===== src/sv/lapic_pkg.sv =====
// ----------------------------------------------------------------------------
// lapic_pkg
// Shared types and constants of the local APIC timer core.
// ----------------------------------------------------------------------------
package lapic_pkg;

    localparam int COUNT_WIDTH     = 32;
    localparam int MAX_DIVIDE_LOG2 = 7;
    localparam int PRESC_WIDTH     = MAX_DIVIDE_LOG2;
    localparam int PERIOD_WIDTH    = MAX_DIVIDE_LOG2 + 1;

    localparam logic [31:0] LVT_MASK_BIT  = 32'h0001_0000;
    localparam int          LVT_MODE_LSB  = 17;
    localparam logic [3:0]  DIV_KEEP_BITS = 4'b1011;
    localparam logic [1:0]  MODE_PERIODIC = 2'd1;
    localparam logic [2:0]  DIV_CODE_ONE  = 3'd7;

    typedef enum logic [1:0] {
        REQ_READ  = 2'd0,
        REQ_WRITE = 2'd1,
        REQ_TICK  = 2'd2
    } lapic_req_type_t;

    typedef enum logic [2:0] {
        SEL_LVT        = 3'd0,
        SEL_INIT_COUNT = 3'd1,
        SEL_CUR_COUNT  = 3'd2,
        SEL_DIVIDE     = 3'd3,
        SEL_EOI        = 3'd4
    } lapic_sel_t;

    typedef struct packed {
        logic [1:0]  req_type;
        logic [2:0]  reg_select;
        logic [31:0] write_data;
    } lapic_req_t;

    typedef struct packed {
        logic [31:0] read_data;
        logic        irq_fire;
        logic [7:0]  irq_vector;
        logic        in_service;
    } lapic_rsp_t;

    // Prescaler period, 2^log2 with the exponent capped.
    function automatic logic [PERIOD_WIDTH-1:0] divide_period(input logic [3:0] code);
        logic [2:0] c;
        logic [3:0] l;
        c = {code[3], code[1:0]};
        l = (c == DIV_CODE_ONE) ? 4'd0 : {1'b0, c} + 4'd1;
        if (l > 4'(MAX_DIVIDE_LOG2)) begin
            l = 4'(MAX_DIVIDE_LOG2);
        end
        return PERIOD_WIDTH'(1) << l;
    endfunction

endpackage


===== src/sv/local_apic_timer_core.sv =====
// ----------------------------------------------------------------------------
// local_apic_timer_core
// Local APIC timer: register reads/writes and timer ticks in, one response
// out per request.
//
//   channel   direction  ports
//   request   in         s_valid s_ready s_req_type s_reg_select s_write_data
//   response  out        m_valid m_ready m_read_data m_irq_fire m_irq_vector
//                        m_in_service
//
// One request per cycle while m_ready does not stall; a response is presented
// once its request has passed the input register, then the response register.
// Timer state commits when a request moves from the input register to the
// response register, so requests act strictly in order.
// Reset (aresetn low, synchronous) empties both registers and restores the
// timer state: entry masked, one-shot, divide by two, countdown stopped.
// A stalled m_ready holds the response; s_ready drops only when both
// registers are full.
// ----------------------------------------------------------------------------
module local_apic_timer_core
    import lapic_pkg::*;
(
    input  logic        aclk,
    input  logic        aresetn,
    input  logic        s_valid,
    output logic        s_ready,
    input  logic [1:0]  s_req_type,
    input  logic [2:0]  s_reg_select,
    input  logic [31:0] s_write_data,
    output logic        m_valid,
    input  logic        m_ready,
    output logic [31:0] m_read_data,
    output logic        m_irq_fire,
    output logic [7:0]  m_irq_vector,
    output logic        m_in_service
);

    lapic_req_t s_req;
    lapic_req_t req;
    lapic_rsp_t rsp;
    lapic_rsp_t m_rsp;
    logic       req_valid;
    logic       rsp_ready;
    logic       advance;

    assign s_req.req_type   = s_req_type;
    assign s_req.reg_select = s_reg_select;
    assign s_req.write_data = s_write_data;

    assign advance = req_valid && rsp_ready;

    lapic_in_stage u_in (
        .aclk      (aclk),
        .aresetn   (aresetn),
        .s_valid   (s_valid),
        .s_ready   (s_ready),
        .s_req     (s_req),
        .advance   (advance),
        .req_valid (req_valid),
        .req       (req)
    );

    lapic_timer_regs u_regs (
        .aclk    (aclk),
        .aresetn (aresetn),
        .advance (advance),
        .req     (req),
        .rsp     (rsp)
    );

    lapic_out_stage u_out (
        .aclk      (aclk),
        .aresetn   (aresetn),
        .rsp_valid (req_valid),
        .rsp_ready (rsp_ready),
        .rsp       (rsp),
        .m_valid   (m_valid),
        .m_ready   (m_ready),
        .m_rsp     (m_rsp)
    );

    assign m_read_data  = m_rsp.read_data;
    assign m_irq_fire   = m_rsp.irq_fire;
    assign m_irq_vector = m_rsp.irq_vector;
    assign m_in_service = m_rsp.in_service;

endmodule


===== src/sv/lapic_in_stage.sv =====
// ----------------------------------------------------------------------------
// lapic_in_stage
// Input register: holds one request until the timer logic consumes it.
// ----------------------------------------------------------------------------
module lapic_in_stage
    import lapic_pkg::*;
(
    input  logic       aclk,
    input  logic       aresetn,
    input  logic       s_valid,
    output logic       s_ready,
    input  lapic_req_t s_req,
    input  logic       advance,
    output logic       req_valid,
    output lapic_req_t req
);

    logic       valid_reg;
    logic       valid_next;
    lapic_req_t req_reg;

    assign s_ready    = !valid_reg || advance;
    assign valid_next = s_ready ? s_valid : valid_reg;

    always_ff @(posedge aclk) begin
        if (!aresetn) begin
            valid_reg <= 1'b0;
        end else begin
            valid_reg <= valid_next;
        end
    end

    always_ff @(posedge aclk) begin
        if (s_valid && s_ready) begin
            req_reg <= s_req;
        end
    end

    assign req_valid = valid_reg;
    assign req       = req_reg;

endmodule


===== src/sv/lapic_timer_regs.sv =====
// ----------------------------------------------------------------------------
// lapic_timer_regs
// Timer register file, prescaler and countdown; builds one response per
// request and commits the state when the request moves on.
// ----------------------------------------------------------------------------
module lapic_timer_regs
    import lapic_pkg::*;
(
    input  logic       aclk,
    input  logic       aresetn,
    input  logic       advance,
    input  lapic_req_t req,
    output lapic_rsp_t rsp
);

    logic [7:0]             vector_reg,    vector_next;
    logic                   masked_reg,    masked_next;
    logic [1:0]             mode_reg,      mode_next;
    logic [COUNT_WIDTH-1:0] reload_reg,    reload_next;
    logic [COUNT_WIDTH-1:0] count_reg,     count_next;
    logic [3:0]             divide_reg,    divide_next;
    logic [PRESC_WIDTH-1:0] presc_reg,     presc_next;
    logic                   servicing_reg, servicing_next;

    logic [PERIOD_WIDTH-1:0] period;
    logic [PERIOD_WIDTH-1:0] presc_inc;
    logic [COUNT_WIDTH-1:0]  count_dec;
    logic                    step;

    assign period    = divide_period(divide_reg);
    assign presc_inc = {1'b0, presc_reg} + PERIOD_WIDTH'(1);
    assign step      = presc_inc >= period;
    assign count_dec = count_reg - COUNT_WIDTH'(1);

    always_comb begin
        vector_next    = vector_reg;
        masked_next    = masked_reg;
        mode_next      = mode_reg;
        reload_next    = reload_reg;
        count_next     = count_reg;
        divide_next    = divide_reg;
        presc_next     = presc_reg;
        servicing_next = servicing_reg;
        rsp            = '0;

        unique case (req.req_type)
            REQ_READ: begin
                unique case (req.reg_select)
                    SEL_LVT:       rsp.read_data = {13'd0, mode_reg, masked_reg, 8'd0,
                                                    vector_reg};
                    SEL_CUR_COUNT: rsp.read_data = 32'(count_reg);
                    SEL_DIVIDE:    rsp.read_data = {28'd0, divide_reg};
                    default:       rsp.read_data = '0;
                endcase
            end
            REQ_WRITE: begin
                unique case (req.reg_select)
                    SEL_LVT: begin
                        vector_next = req.write_data[7:0];
                        masked_next = |(req.write_data & LVT_MASK_BIT);
                        mode_next   = req.write_data[LVT_MODE_LSB +: 2];
                    end
                    SEL_INIT_COUNT: begin
                        reload_next = COUNT_WIDTH'(req.write_data);
                        count_next  = COUNT_WIDTH'(req.write_data);
                        presc_next  = '0;
                    end
                    SEL_DIVIDE: divide_next    = req.write_data[3:0] & DIV_KEEP_BITS;
                    SEL_EOI:    servicing_next = 1'b0;
                    default: ;
                endcase
            end
            REQ_TICK: begin
                presc_next = step ? '0 : presc_inc[PRESC_WIDTH-1:0];
                if (step && (count_reg != '0)) begin
                    count_next = count_dec;
                    if (count_dec == '0) begin
                        if (!masked_reg) begin
                            rsp.irq_fire   = 1'b1;
                            rsp.irq_vector = vector_reg;
                            servicing_next = 1'b1;
                        end
                        if (mode_reg == MODE_PERIODIC) begin
                            count_next = reload_reg;
                        end
                    end
                end
            end
            default: ;
        endcase

        rsp.in_service = servicing_next;
    end

    always_ff @(posedge aclk) begin
        if (!aresetn) begin
            vector_reg    <= '0;
            masked_reg    <= 1'b1;
            mode_reg      <= '0;
            reload_reg    <= '0;
            count_reg     <= '0;
            divide_reg    <= '0;
            presc_reg     <= '0;
            servicing_reg <= 1'b0;
        end else if (advance) begin
            vector_reg    <= vector_next;
            masked_reg    <= masked_next;
            mode_reg      <= mode_next;
            reload_reg    <= reload_next;
            count_reg     <= count_next;
            divide_reg    <= divide_next;
            presc_reg     <= presc_next;
            servicing_reg <= servicing_next;
        end
    end

endmodule


===== src/sv/lapic_out_stage.sv =====
// ----------------------------------------------------------------------------
// lapic_out_stage
// Response register toward the result channel.
// ----------------------------------------------------------------------------
module lapic_out_stage
    import lapic_pkg::*;
(
    input  logic       aclk,
    input  logic       aresetn,
    input  logic       rsp_valid,
    output logic       rsp_ready,
    input  lapic_rsp_t rsp,
    output logic       m_valid,
    input  logic       m_ready,
    output lapic_rsp_t m_rsp
);

    logic       valid_reg;
    logic       valid_next;
    lapic_rsp_t rsp_reg;

    assign rsp_ready  = !valid_reg || m_ready;
    assign valid_next = rsp_ready ? rsp_valid : valid_reg;

    always_ff @(posedge aclk) begin
        if (!aresetn) begin
            valid_reg <= 1'b0;
        end else begin
            valid_reg <= valid_next;
        end
    end

    always_ff @(posedge aclk) begin
        if (rsp_valid && rsp_ready) begin
            rsp_reg <= rsp;
        end
    end

    assign m_valid = valid_reg;
    assign m_rsp   = rsp_reg;

endmodule


===== config.mk =====
export PLATFORM = sky130hd
export DESIGN_NAME = local_apic_timer_core
export DESIGN_NICKNAME = d
export VERILOG_FILES = /design/src/sv/lapic_pkg.sv /design/src/sv/local_apic_timer_core.sv /design/src/sv/lapic_in_stage.sv /design/src/sv/lapic_timer_regs.sv /design/src/sv/lapic_out_stage.sv
export SDC_FILE = /design/constraint.sdc
export NUM_CORES = 1
export LEC_CHECK = 0
export ABC_CLOCK_PERIOD_IN_PS = 4900
export BUFFER_PORTS_ARGS = -buffer_cell sky130_fd_sc_hd__clkbuf_2
export CAP_MARGIN = 20
export CELL_PAD_IN_SITES_DETAIL_PLACEMENT = 0
export CELL_PAD_IN_SITES_GLOBAL_PLACEMENT = 1
export CORE_ASPECT_RATIO = 1.2
export CORE_MARGIN = 3
export CORE_UTILIZATION = 33
export CTS_CLUSTER_DIAMETER = 120
export DETAILED_ROUTE_END_ITERATION = 16
export PLACE_DENSITY = 0.6
export SLEW_MARGIN = 10
export SYNTH_ARGS = -nofsm -noshare
export SYNTH_HDL_FRONTEND = slang
export SYNTH_SLANG_ARGS = --single-unit
export TNS_END_PERCENT = 30

===== constraint.sdc =====
create_clock -name aclk -period 4.9 [get_ports aclk]
set_input_delay 0.735 -clock aclk [delete_from_list [all_inputs] [get_ports aclk]]
set_output_delay 0.735 -clock aclk [all_outputs]
set_load 0.005 [all_outputs]

==> results of run 1 <==
## layer usage
metal / vias to the layer above / track usage, % / wire, µm
li1: 3031 / - / -
met1: 2966 / 22.1 / 10100
met2: 122 / 29.9 / 11200
met3: 24 / 2.97 / 625
met4: 0 / 5.70 / 513
met5: - / 0 / 0
## path summary, 6_finish.rpt
path	startpoint	to	cells past startpoint
setup / recovery	u_regs.presc_reg[0]	u_regs.count_reg[22]	12
hold / removal	u_regs.reload_reg[27]	u_regs.reload_reg[27]	2
setup reg to reg	u_regs.presc_reg[0]	u_regs.count_reg[22]	12
hold reg to reg	u_regs.reload_reg[27]	u_regs.reload_reg[27]	2
## power by group
| group | internal, mW | switching [mW] |
|---|---|---|
| clock | 0.802 | 0.587 |
| combinational | 0.189 | 0.278 |
| sequential | 1.51 | 0.0451 |
## worst reg2reg max path, cell delays in order, from the launching register on
cell and delay (ns):
dfxtp_1 0.41, ha_1 0.25, nand3_1 0.15, and2_1 0.19
or2_2 0.30, ha_1 0.19, a2111oi_0 0.53, nand2b_1 0.12
a21oi_1 0.20, or2_2 0.17, o21ai_0 0.11, nand2b_2 0.57
a221oi_1 0.23
## logic make-up (layout without fill, tap and decap cells)
logic type	after synthesis	count (layout)	synth area share (%)
adders and majority gates	17	17	2.64
AOI/OAI and AO/OA	153	153	13.3
DFF	167	167	51.3
and+or+nand+nor	293	293	19.0
muxes	54	54	6.70
xor gates and xnor gates	27	27	2.93
buffers and inverters	85	169	4.11
## per-stage QoR
stage,hold WS [ns],instance area [µm²],instances
after global placement,0.452,8820,1168
after CTS,0.452,9430,1200
after floorplan,0.443,8070,796
after global routing,0.457,9430,1200
after detailed placement,0.458,8820,1168
final,0.467,9430,1200
## layout make-up
class	instances	share of cell area, %
sequential	167	43.9
clock buffer	20	4.96
clock inverter	12	1.47
tap	320	4.25
timing repair buffer	95	5.34
multi-input combinational	544	38.5
inverter	42	1.67
## synthesized netlist by cell type (27+ instances only)
cell / number / area [µm²]
o21ai_0: 44 / 220
nor2b_1: 27 / 169
a21boi_0: 37 / 278
mux2i_1: 54 / 541
clkbuf_1: 35 / 131
nor3_1: 34 / 170
nor2_1: 43 / 161
edfxtp_1: 79 / 2370
a221oi_1: 31 / 272
inv_1: 42 / 158
nand2_1: 93 / 349
dfxtp_1: 88 / 1760
==> flow_metrics.tcl, run 1 <==
set metrics [dict create \
    outcome "completed" \
    die_w_um 149 \
    antenna_found_initial 0 \
    path_max_fanout 32 \
    path_clk_slew_ns 0.07 \
    grt_pass1_vias 6245 \
    finalMaxSlewViolations 0 \
    syn_area_um2 8070 \
    start_util_pct 33.6 \
    rsz0062_at_grt "no" \
    hold_buffers 0 \
    avgRoutedWirePerCell_um 18.7 \
    synthesis.nets 854 \
    start_kind "register" \
    yosys_warnings 0 \
    multiInputGateArea_um2 3620 \
    route.detailed.drc 0 \
    path_class "register to register" \
    layout_commonest_cell "nand2_1" \
    cts-resized-gates 0 \
    max_cap_viol_count 0 \
    io_pins 85 \
    dieArea_um2 26400 \
    fin_tns_setup_ns 0 \
    grt_overflow 0 \
    die-height_um 177 \
    grt_max_degree 67 \
    regArea_um2 4130 \
    ys_seq_area_share_pct 51.3 \
    dr.pass1.iters 6 \
    synth_ff_type "dfxtp_1" \
    cts_buffers 17 \
    synth-edff-count 79 \
    critPathArrivalTime_ns 3.84 \
    reg2reg_slack_ns 1.32 \
    clk_latency_ns 0.43 \
    cts_tree "done" \
    powerDensity_nw_per_um2 362 \
    crit_chain "ha_1 > nand3_1 > and2_1 > or2_2 > ha_1 > a2111oi_0 > nand2b_1 > a21oi_1 > or2_2 > o21ai_0 > nand2b_2 > a221oi_1" \
    syn_area_per_cell_um2 10.1 \
    clock-sinks 167 \
    pre_cts_ws_ns 1.30 \
    portBuffers 84 \
    end_kind "register" \
    vias_per_cell 5.12 \
    cp_num_buf_inv 0 \
    final_cell_mix "93 x nand2_1, 88 x dfxtp_1, 83 x clkbuf_2, 79 x edfxtp_1, 54 x mux2i_1" \
    gp_congestion 0.876 \
    final_util_pct 39.3 \
    cp_top_family "simple AND/OR/NAND/NOR gates" \
    largest_reg_flops 42 \
    min_path_type "register to register" \
    synth_seq_cells 167 \
    area_growth_pct 16.9 \
    nFillCells 2410 \
    finalHoldViolations 0 \
    worst_path_max_delay_cell "nand2b_2" \
    layout.nets 925 \
    finalCriticalPeriod_ns 3.58 \
    vias 6143 \
    ant_nets 0 \
    root_buffer "clkbuf_16" \
    setup_viol 0 \
    required_ns 5.16 \
    core_um2 24000 \
    grt_pass1_wl_um 35600 \
    drive_gt1_share_pct 17.3 \
    p_leak_nw 3.73 \
    layout_setup_ws_ns 1.32 \
    post_cts_buffers 0 \
    cts.path.max_buffers 2 \
    diodes 0 \
    fin_crit_sh_pct 73.0 \
    num_rows 62 \
    first_iter_violations 318 \
    skew_ns 0.0130 \
    ir_drop_mv 0.206 \
    hpwl_um 15400 \
    max_slew_margin_pct 32.5 \
    critPathMaxStageDelay_ns 0.57 \
    totalPowerFinal_mw 3.41 \
    yosysUniqueCellTypes 63 \
    h-tree-depth 4 \
    wirelength_um 22400 \
    grt_usage_pct 17.4 \
    worstMarginPinSlew_ns 1.01 \
    syn_inst 796 \
    async_reset_ff_share_pct 0 \
    timing.fmax_ghz 0.280 \
]
No activity file was read; power rests on OpenSTA's default activity.
==> run 2, diff against run 1 <==
Settings changed: ABC_AREA set to 1, ABC_CLOCK_PERIOD_IN_PS 4900 to 3370, PLACE_DENSITY 0.6 to 0.63.
Clock period 4.9 ns to 3.37 ns, I/O delays scaled along.
==> flow_metrics.tcl, run 2 <==
set metrics [dict create \
    hpwl_um 21700 \
    hold_buffers 0 \
    power_frac_clock_pct 35.5 \
    start_kind "register" \
    avgRoutedWirePerCell_um 18.6 \
    timing.fmax_ghz 0.323 \
    timing.rr.start "u_regs.divide_reg[1]" \
    route.detailed.drc 0 \
    regArea_um2 4130 \
    multiInputGateArea_um2 4020 \
    syn_inst 1185 \
    dr.pass1.iters 5 \
    p_int_mw 3.66 \
    core_um2 26400 \
    die-height_um 186 \
    vias_per_cell 4.95 \
    layout.nets 1313 \
    yosys_warnings 0 \
    synthesis.nets 1243 \
    finalMaxSlewViolations 0 \
    syn_area_um2 8890 \
    path_clk_slew_ns 0.07 \
    num_rows 65 \
    async_reset_ff_share_pct 0 \
    setup_viol 0 \
    synth-edff-count 79 \
    largest_reg_flops 42 \
    synth_most_common_cell "nand2_1" \
    p_switching_mw 1.80 \
    dieArea_um2 28900 \
    outcome "completed" \
    grt_pass1_wl_um 45400 \
    final_cell_mix "334 x nand2_1, 169 x nor2_1, 101 x inv_1, 92 x a21oi_1, 88 x dfxtp_1" \
    cts_buffers 17 \
    ys_top_cells_by_area "edfxtp_1 27%, dfxtp_1 20%, nand2_1 14%" \
    p_sw_share_pct 33.0 \
    first_iter_violations 529 \
    grt_pass1_vias 7785 \
    cts_tree "done" \
    area_growth_pct 15.1 \
    antenna_found_initial 0 \
    layout_setup_ws_ns 0.273 \
    grt_overflow 0 \
    worstMarginPinSlew_ns 0.759 \
    holdCritStartpoint "s_write_data[21]" \
    finalHoldViolations 0 \
    drive_gt1_share_pct 13.3 \
    h-tree-depth 4 \
    dp_cells 1566 \
    yosysUniqueCellTypes 34 \
    clock-sinks 167 \
    yosys-top-cells-count "334 x nand2_1, 170 x nor2_1, 102 x inv_1" \
    nFillCells 2821 \
    cts.path.max_buffers 2 \
    gp_congestion 0.925 \
    synth_seq_cells 167 \
    portBuffers 84 \
    fin_tns_setup_ns 0 \
    diodes 0 \
    required_ns 3.70 \
    grt_usage_pct 20.5 \
    crit_path_start "u_regs.divide_reg[1]" \
    path_max_fanout 32 \
    start_util_pct 33.6 \
    yosys.area.top_type "edfxtp_1" \
    die_w_um 156 \
    ant_nets 0 \
    final_cells 1603 \
    min_path_type "primary input to register" \
    ir_drop_mv 0.273 \
    io_pins 85 \
    layout_commonest_cell "nand2_1" \
    critPathArrivalTime_ns 3.43 \
    powerDensity_nw_per_um2 534 \
    root_buffer "clkbuf_16" \
    ys_seq_area_share_pct 46.5 \
    finalCriticalPeriod_ns 3.10 \
    p_leak_nw 4.56 \
    synth_ff_type "dfxtp_1" \
    combinationalPowerShare_pct 23.0 \
    pwr-share-seq_pct 41.6 \
    max_slew_margin_pct 49.3 \
    grt_max_degree 65 \
    fin_crit_sh_pct 91.9 \
    synthDominantCellAreaShare_pct 26.7 \
    max_cap_viol_count 0 \
    syn_area_per_cell_um2 7.50 \
    vias 7936 \
    end_kind "register" \
    pre_cts_ws_ns 0.197 \
    skew_ns 0.0174 \
    wirelength_um 29900 \
    clk_latency_ns 0.44 \
    path_class "register to register" \
    rsz0062_at_grt "no" \
]
==> run 2: cell types whose count changed after synthesis, moves of 19 or more <==
| cell | before | now |
|---|---|---|
| nand3_1 | 17 | 36 |
| nand2_1 | 93 | 334 |
| mux2i_1 | 54 | 0 |
| a21boi_0 | 37 | 0 |
| nor2b_1 | 27 | 0 |
| o21ai_0 | 44 | 86 |
| a21oi_1 | 7 | 93 |
| nand4_1 | 11 | 43 |
| nor2_1 | 43 | 170 |
| xnor2_1 | 24 | 1 |
| inv_1 | 42 | 102 |
| a221oi_1 | 31 | 0 |
==> run 2: worst max-delay path, stage by stage, from the launching register on <==
cell and delay [ns]:
dfxtp_1 0.39, ha_1 0.18, ha_1 0.17, inv_1 0.09, a21oi_2 0.21, inv_1 0.08
nor2_1 0.13, nand2_1 0.08, ha_1 0.29, a21oi_1 0.14, o21ai_0 0.09, nand2_1 0.08
o2111ai_2 0.15, nand2_1 0.12, nand2_1 0.05, nand4_1 0.08, buf_4 0.18, buf_8 0.26
nand2_1 0.09, nand2_1 0.07, a21oi_1 0.04
==> run 2: what timing repair did <==
item / CTS / global route
resized for setup: 0 / 6
buffers inserted: 0 / 1
endpoints found under the setup margin: 0 / 38
==> run 2: cell families after synthesis <==
logic type / Yosys count / share of synthesized area [%]
AND/OR/NAND/NOR: 636 / 30.4
AO/OA/AOI/OAI: 197 / 11.5
flip-flops: 167 / 46.5
buffers and inverters: 162 / 8.63
adder cells (fa/ha/maj): 17 / 2.39
XOR/XNOR: 6 / 0.591
==> run 2: worst paths after layout <==
kind	depth (start not counted)	slack [ns]	endpoint
worst min register to register	2	0.47	u_regs.vector_reg[3]
worst max-delay path	20	0.27	u_regs.count_reg[23]
worst max register to register	20	0.27	u_regs.count_reg[23]
worst min-delay path	1	0.23	u_in.req[21]
==> run 2: metal layers <==
metal	share of wire, %	global-route usage (%)	wire (µm)
met5	0	0	0
met4	3.8	7.92	1120
met3	3.0	3.02	899
met2	51	37.5	15300
met1	42	24.0	12600
==> run 2: layout make-up <==
class	count	share of cell area [%]
clock buffers	21	4.71
clock inverters	11	0.929
inverters	109	4.00
multi-input cells	856	39.2
flip-flops and latches	167	40.4
well taps	335	4.10
repair buffers	104	6.62
==> run 2: through the flow <==
stage	hold slack, ns	cell area, µm²	total power, mW	util, %
2_1_floorplan	0.444	8890	3.17	-
3_3_place_gp	0.453	9540	3.56	36.1
3_5_place_dp	0.458	9540	3.55	36.1
4_1_cts	0.210	10100	5.50	38.3
5_1_grt	0.220	10200	5.74	38.7
6_report	0.229	10200	5.46	38.7
==> run 2: power groups by stage <==
stage / clock, mW / sequential, mW / combinational (mW)
3_5_place_dp: 0 / 2.31 / 1.23
6_report: 1.94 / 2.27 / 1.25
3_3_place_gp: 0 / 2.31 / 1.24
5_1_grt: 2.06 / 2.27 / 1.40
2_1_floorplan: 0 / 2.28 / 0.890
4_1_cts: 1.99 / 2.27 / 1.24
==> run 3, diff against run 2 <==
Settings changed: ABC_AREA 1 to not set, PLACE_DENSITY 0.63 to 0.6.
==> flow_metrics.tcl, run 3 (same netlist as run 1, synthesis figures left out) <==
set metrics [dict create \
    dr.pass1.iters 5 \
    pre_cts_ws_ns -0.0172 \
    nFillCells 2371 \
    finalHoldViolations 0 \
    required_ns 3.70 \
    finalMaxSlewViolations 0 \
    route.detailed.drc 0 \
    clk_latency_ns 0.43 \
    hold_slack_ns 0.247 \
    p_switching_mw 1.35 \
    final_util_pct 41.0 \
    hold_end "u_in.req[21]" \
    first_iter_violations 334 \
    path_class "register to register" \
    final_cell_mix "93 x nand2_1, 88 x dfxtp_1, 84 x clkbuf_2, 79 x edfxtp_1, 60 x buf_4" \
    die-height_um 177 \
    end_kind "register" \
    start_util_pct 33.6 \
    min_path_type "primary input to register" \
    core_um2 24000 \
    reg2reg_slack_ns 0.18 \
    layout.nets 976 \
    pwr-share-seq_pct 45.7 \
    critPathMaxStageDelay_ns 0.49 \
    io_pins 85 \
    cts_buffers 17 \
    critPathArrivalTime_ns 3.52 \
    h-tree-depth 4 \
    p_leak_nw 3.99 \
    max_cap_viol_count 0 \
    largest_reg_flops 42 \
    start_kind "register" \
    grt_overflow 0 \
    root_buffer "clkbuf_16" \
    fin_tns_setup_ns 0 \
    holdCritStartpoint "s_write_data[21]" \
    hpwl_um 16000 \
    power_frac_clock_pct 38.1 \
    vias_per_cell 5.01 \
    path_clk_slew_ns 0.07 \
    max_slew_margin_pct 47.6 \
    avgRoutedWirePerCell_um 17.9 \
    layout_commonest_cell "nand2_1" \
    die_w_um 149 \
    grt_max_degree 47 \
    outcome "completed" \
    rsz0062_at_grt "no" \
    portBuffers 84 \
    fin_crit_sh_pct 94.8 \
    r2r-end "u_regs.count_reg[6]" \
    path_max_fanout 7 \
    cts.path.max_buffers 2 \
    drive_gt1_share_pct 21.7 \
    num_rows 62 \
    ant_nets 0 \
    cts_tree "done" \
    timing.fmax_ghz 0.313 \
    worst_path_max_delay_cell "or4_1" \
    hold_buffers 0 \
    setup_viol 0 \
    p_int_mw 3.57 \
    dieArea_um2 26400 \
    cp_num_buf_inv 2 \
    post_cts_buffers 0 \
    area_growth_pct 21.8 \
    clock-sinks 167 \
    grt_pass1_wl_um 36000 \
    reg2reg_depth 10 \
    hold_depth 1 \
    p_sw_share_pct 27.4 \
    powerDensity_nw_per_um2 501 \
    gp_congestion 0.843 \
    grt_pass1_vias 6438 \
    layout_setup_ws_ns 0.176 \
    totalPowerFinal_mw 4.92 \
    crit_path_start "u_regs.count_reg[5]" \
    ir_drop_mv 0.295 \
    cp_top_family "simple AND/OR/NAND/NOR gates" \
    placed_cell_area_um2 9220 \
    diodes 0 \
    timing.rr.start "u_regs.count_reg[5]" \
    wirelength_um 22400 \
    dp_cells 1219 \
    finalCriticalPeriod_ns 3.19 \
    stdcell_area_um2 9820 \
    grt_usage_pct 17.6 \
    final_cells 1251 \
    vias 6265 \
    antenna_found_initial 0 \
    skew_ns 0.00721 \
    worstMarginPinSlew_ns 0.786 \
    cp_common_cell "buf_4" \
    combinationalPowerShare_pct 16.2 \
    crit_chain "buf_4 > nor2_1 > nand3_1 > xnor2_1 > or4_1 > nor4_1 > nand4b_1 > buf_4 > or2_2 > a221oi_1" \
]
-- run 3: per-layer routing --
metal	up-vias	global-route usage [%]	wire length (µm)
li1	3126	-	-
met1	3012	21.5	9790
met2	104	31.8	11600
met3	23	3.07	638
met4	0	4.89	344
met5	-	0	0
-- run 3: timing repair --
action / in CTS / in global routing
pin swaps: 0 / 0
setup endpoints to repair: 3 / 40
resized for setup: 1 / 7
-- run 3: layout make-up --
| type | count | area, µm² | share of cell area, % |
|---|---|---|---|
| inverter | 42 | 158 | 1.60 |
| clock inverter | 15 | 128 | 1.30 |
| clock buffer | 17 | 425 | 4.33 |
| tap | 320 | 400 | 4.08 |
| multi-input combinational | 544 | 3670 | 37.3 |
| sequential | 167 | 4130 | 42.1 |
| timing repair buffer | 146 | 911 | 9.27 |
-- run 3: power by group through the flow --
stage | clock [mW] | sequential [mW] | combinational [mW]
after floorplan | 0 | 2.28 | 0.490
after global placement | 0 | 2.29 | 0.789
after detailed placement | 0 | 2.29 | 0.788
after CTS | 1.92 | 2.25 | 0.794
after global routing | 2.01 | 2.26 | 0.891
final | 1.87 | 2.25 | 0.799
-- run 3: how the worst max path moves through the flow --
| stage | to | slack, ns | cells after the start |
|---|---|---|---|
| after CTS | u_regs.count_reg[6] | 0.04 | 11 |
| after global placement | u_regs.count_reg[6] | -0.03 | 11 |
| final | u_regs.count_reg[6] | 0.18 | 10 |
| after global routing | u_regs.count_reg[6] | 0.001 | 10 |
| after detailed placement | u_regs.count_reg[6] | -0.02 | 11 |
| after floorplan | u_regs.count_reg[4] | 0.26 | 7 |
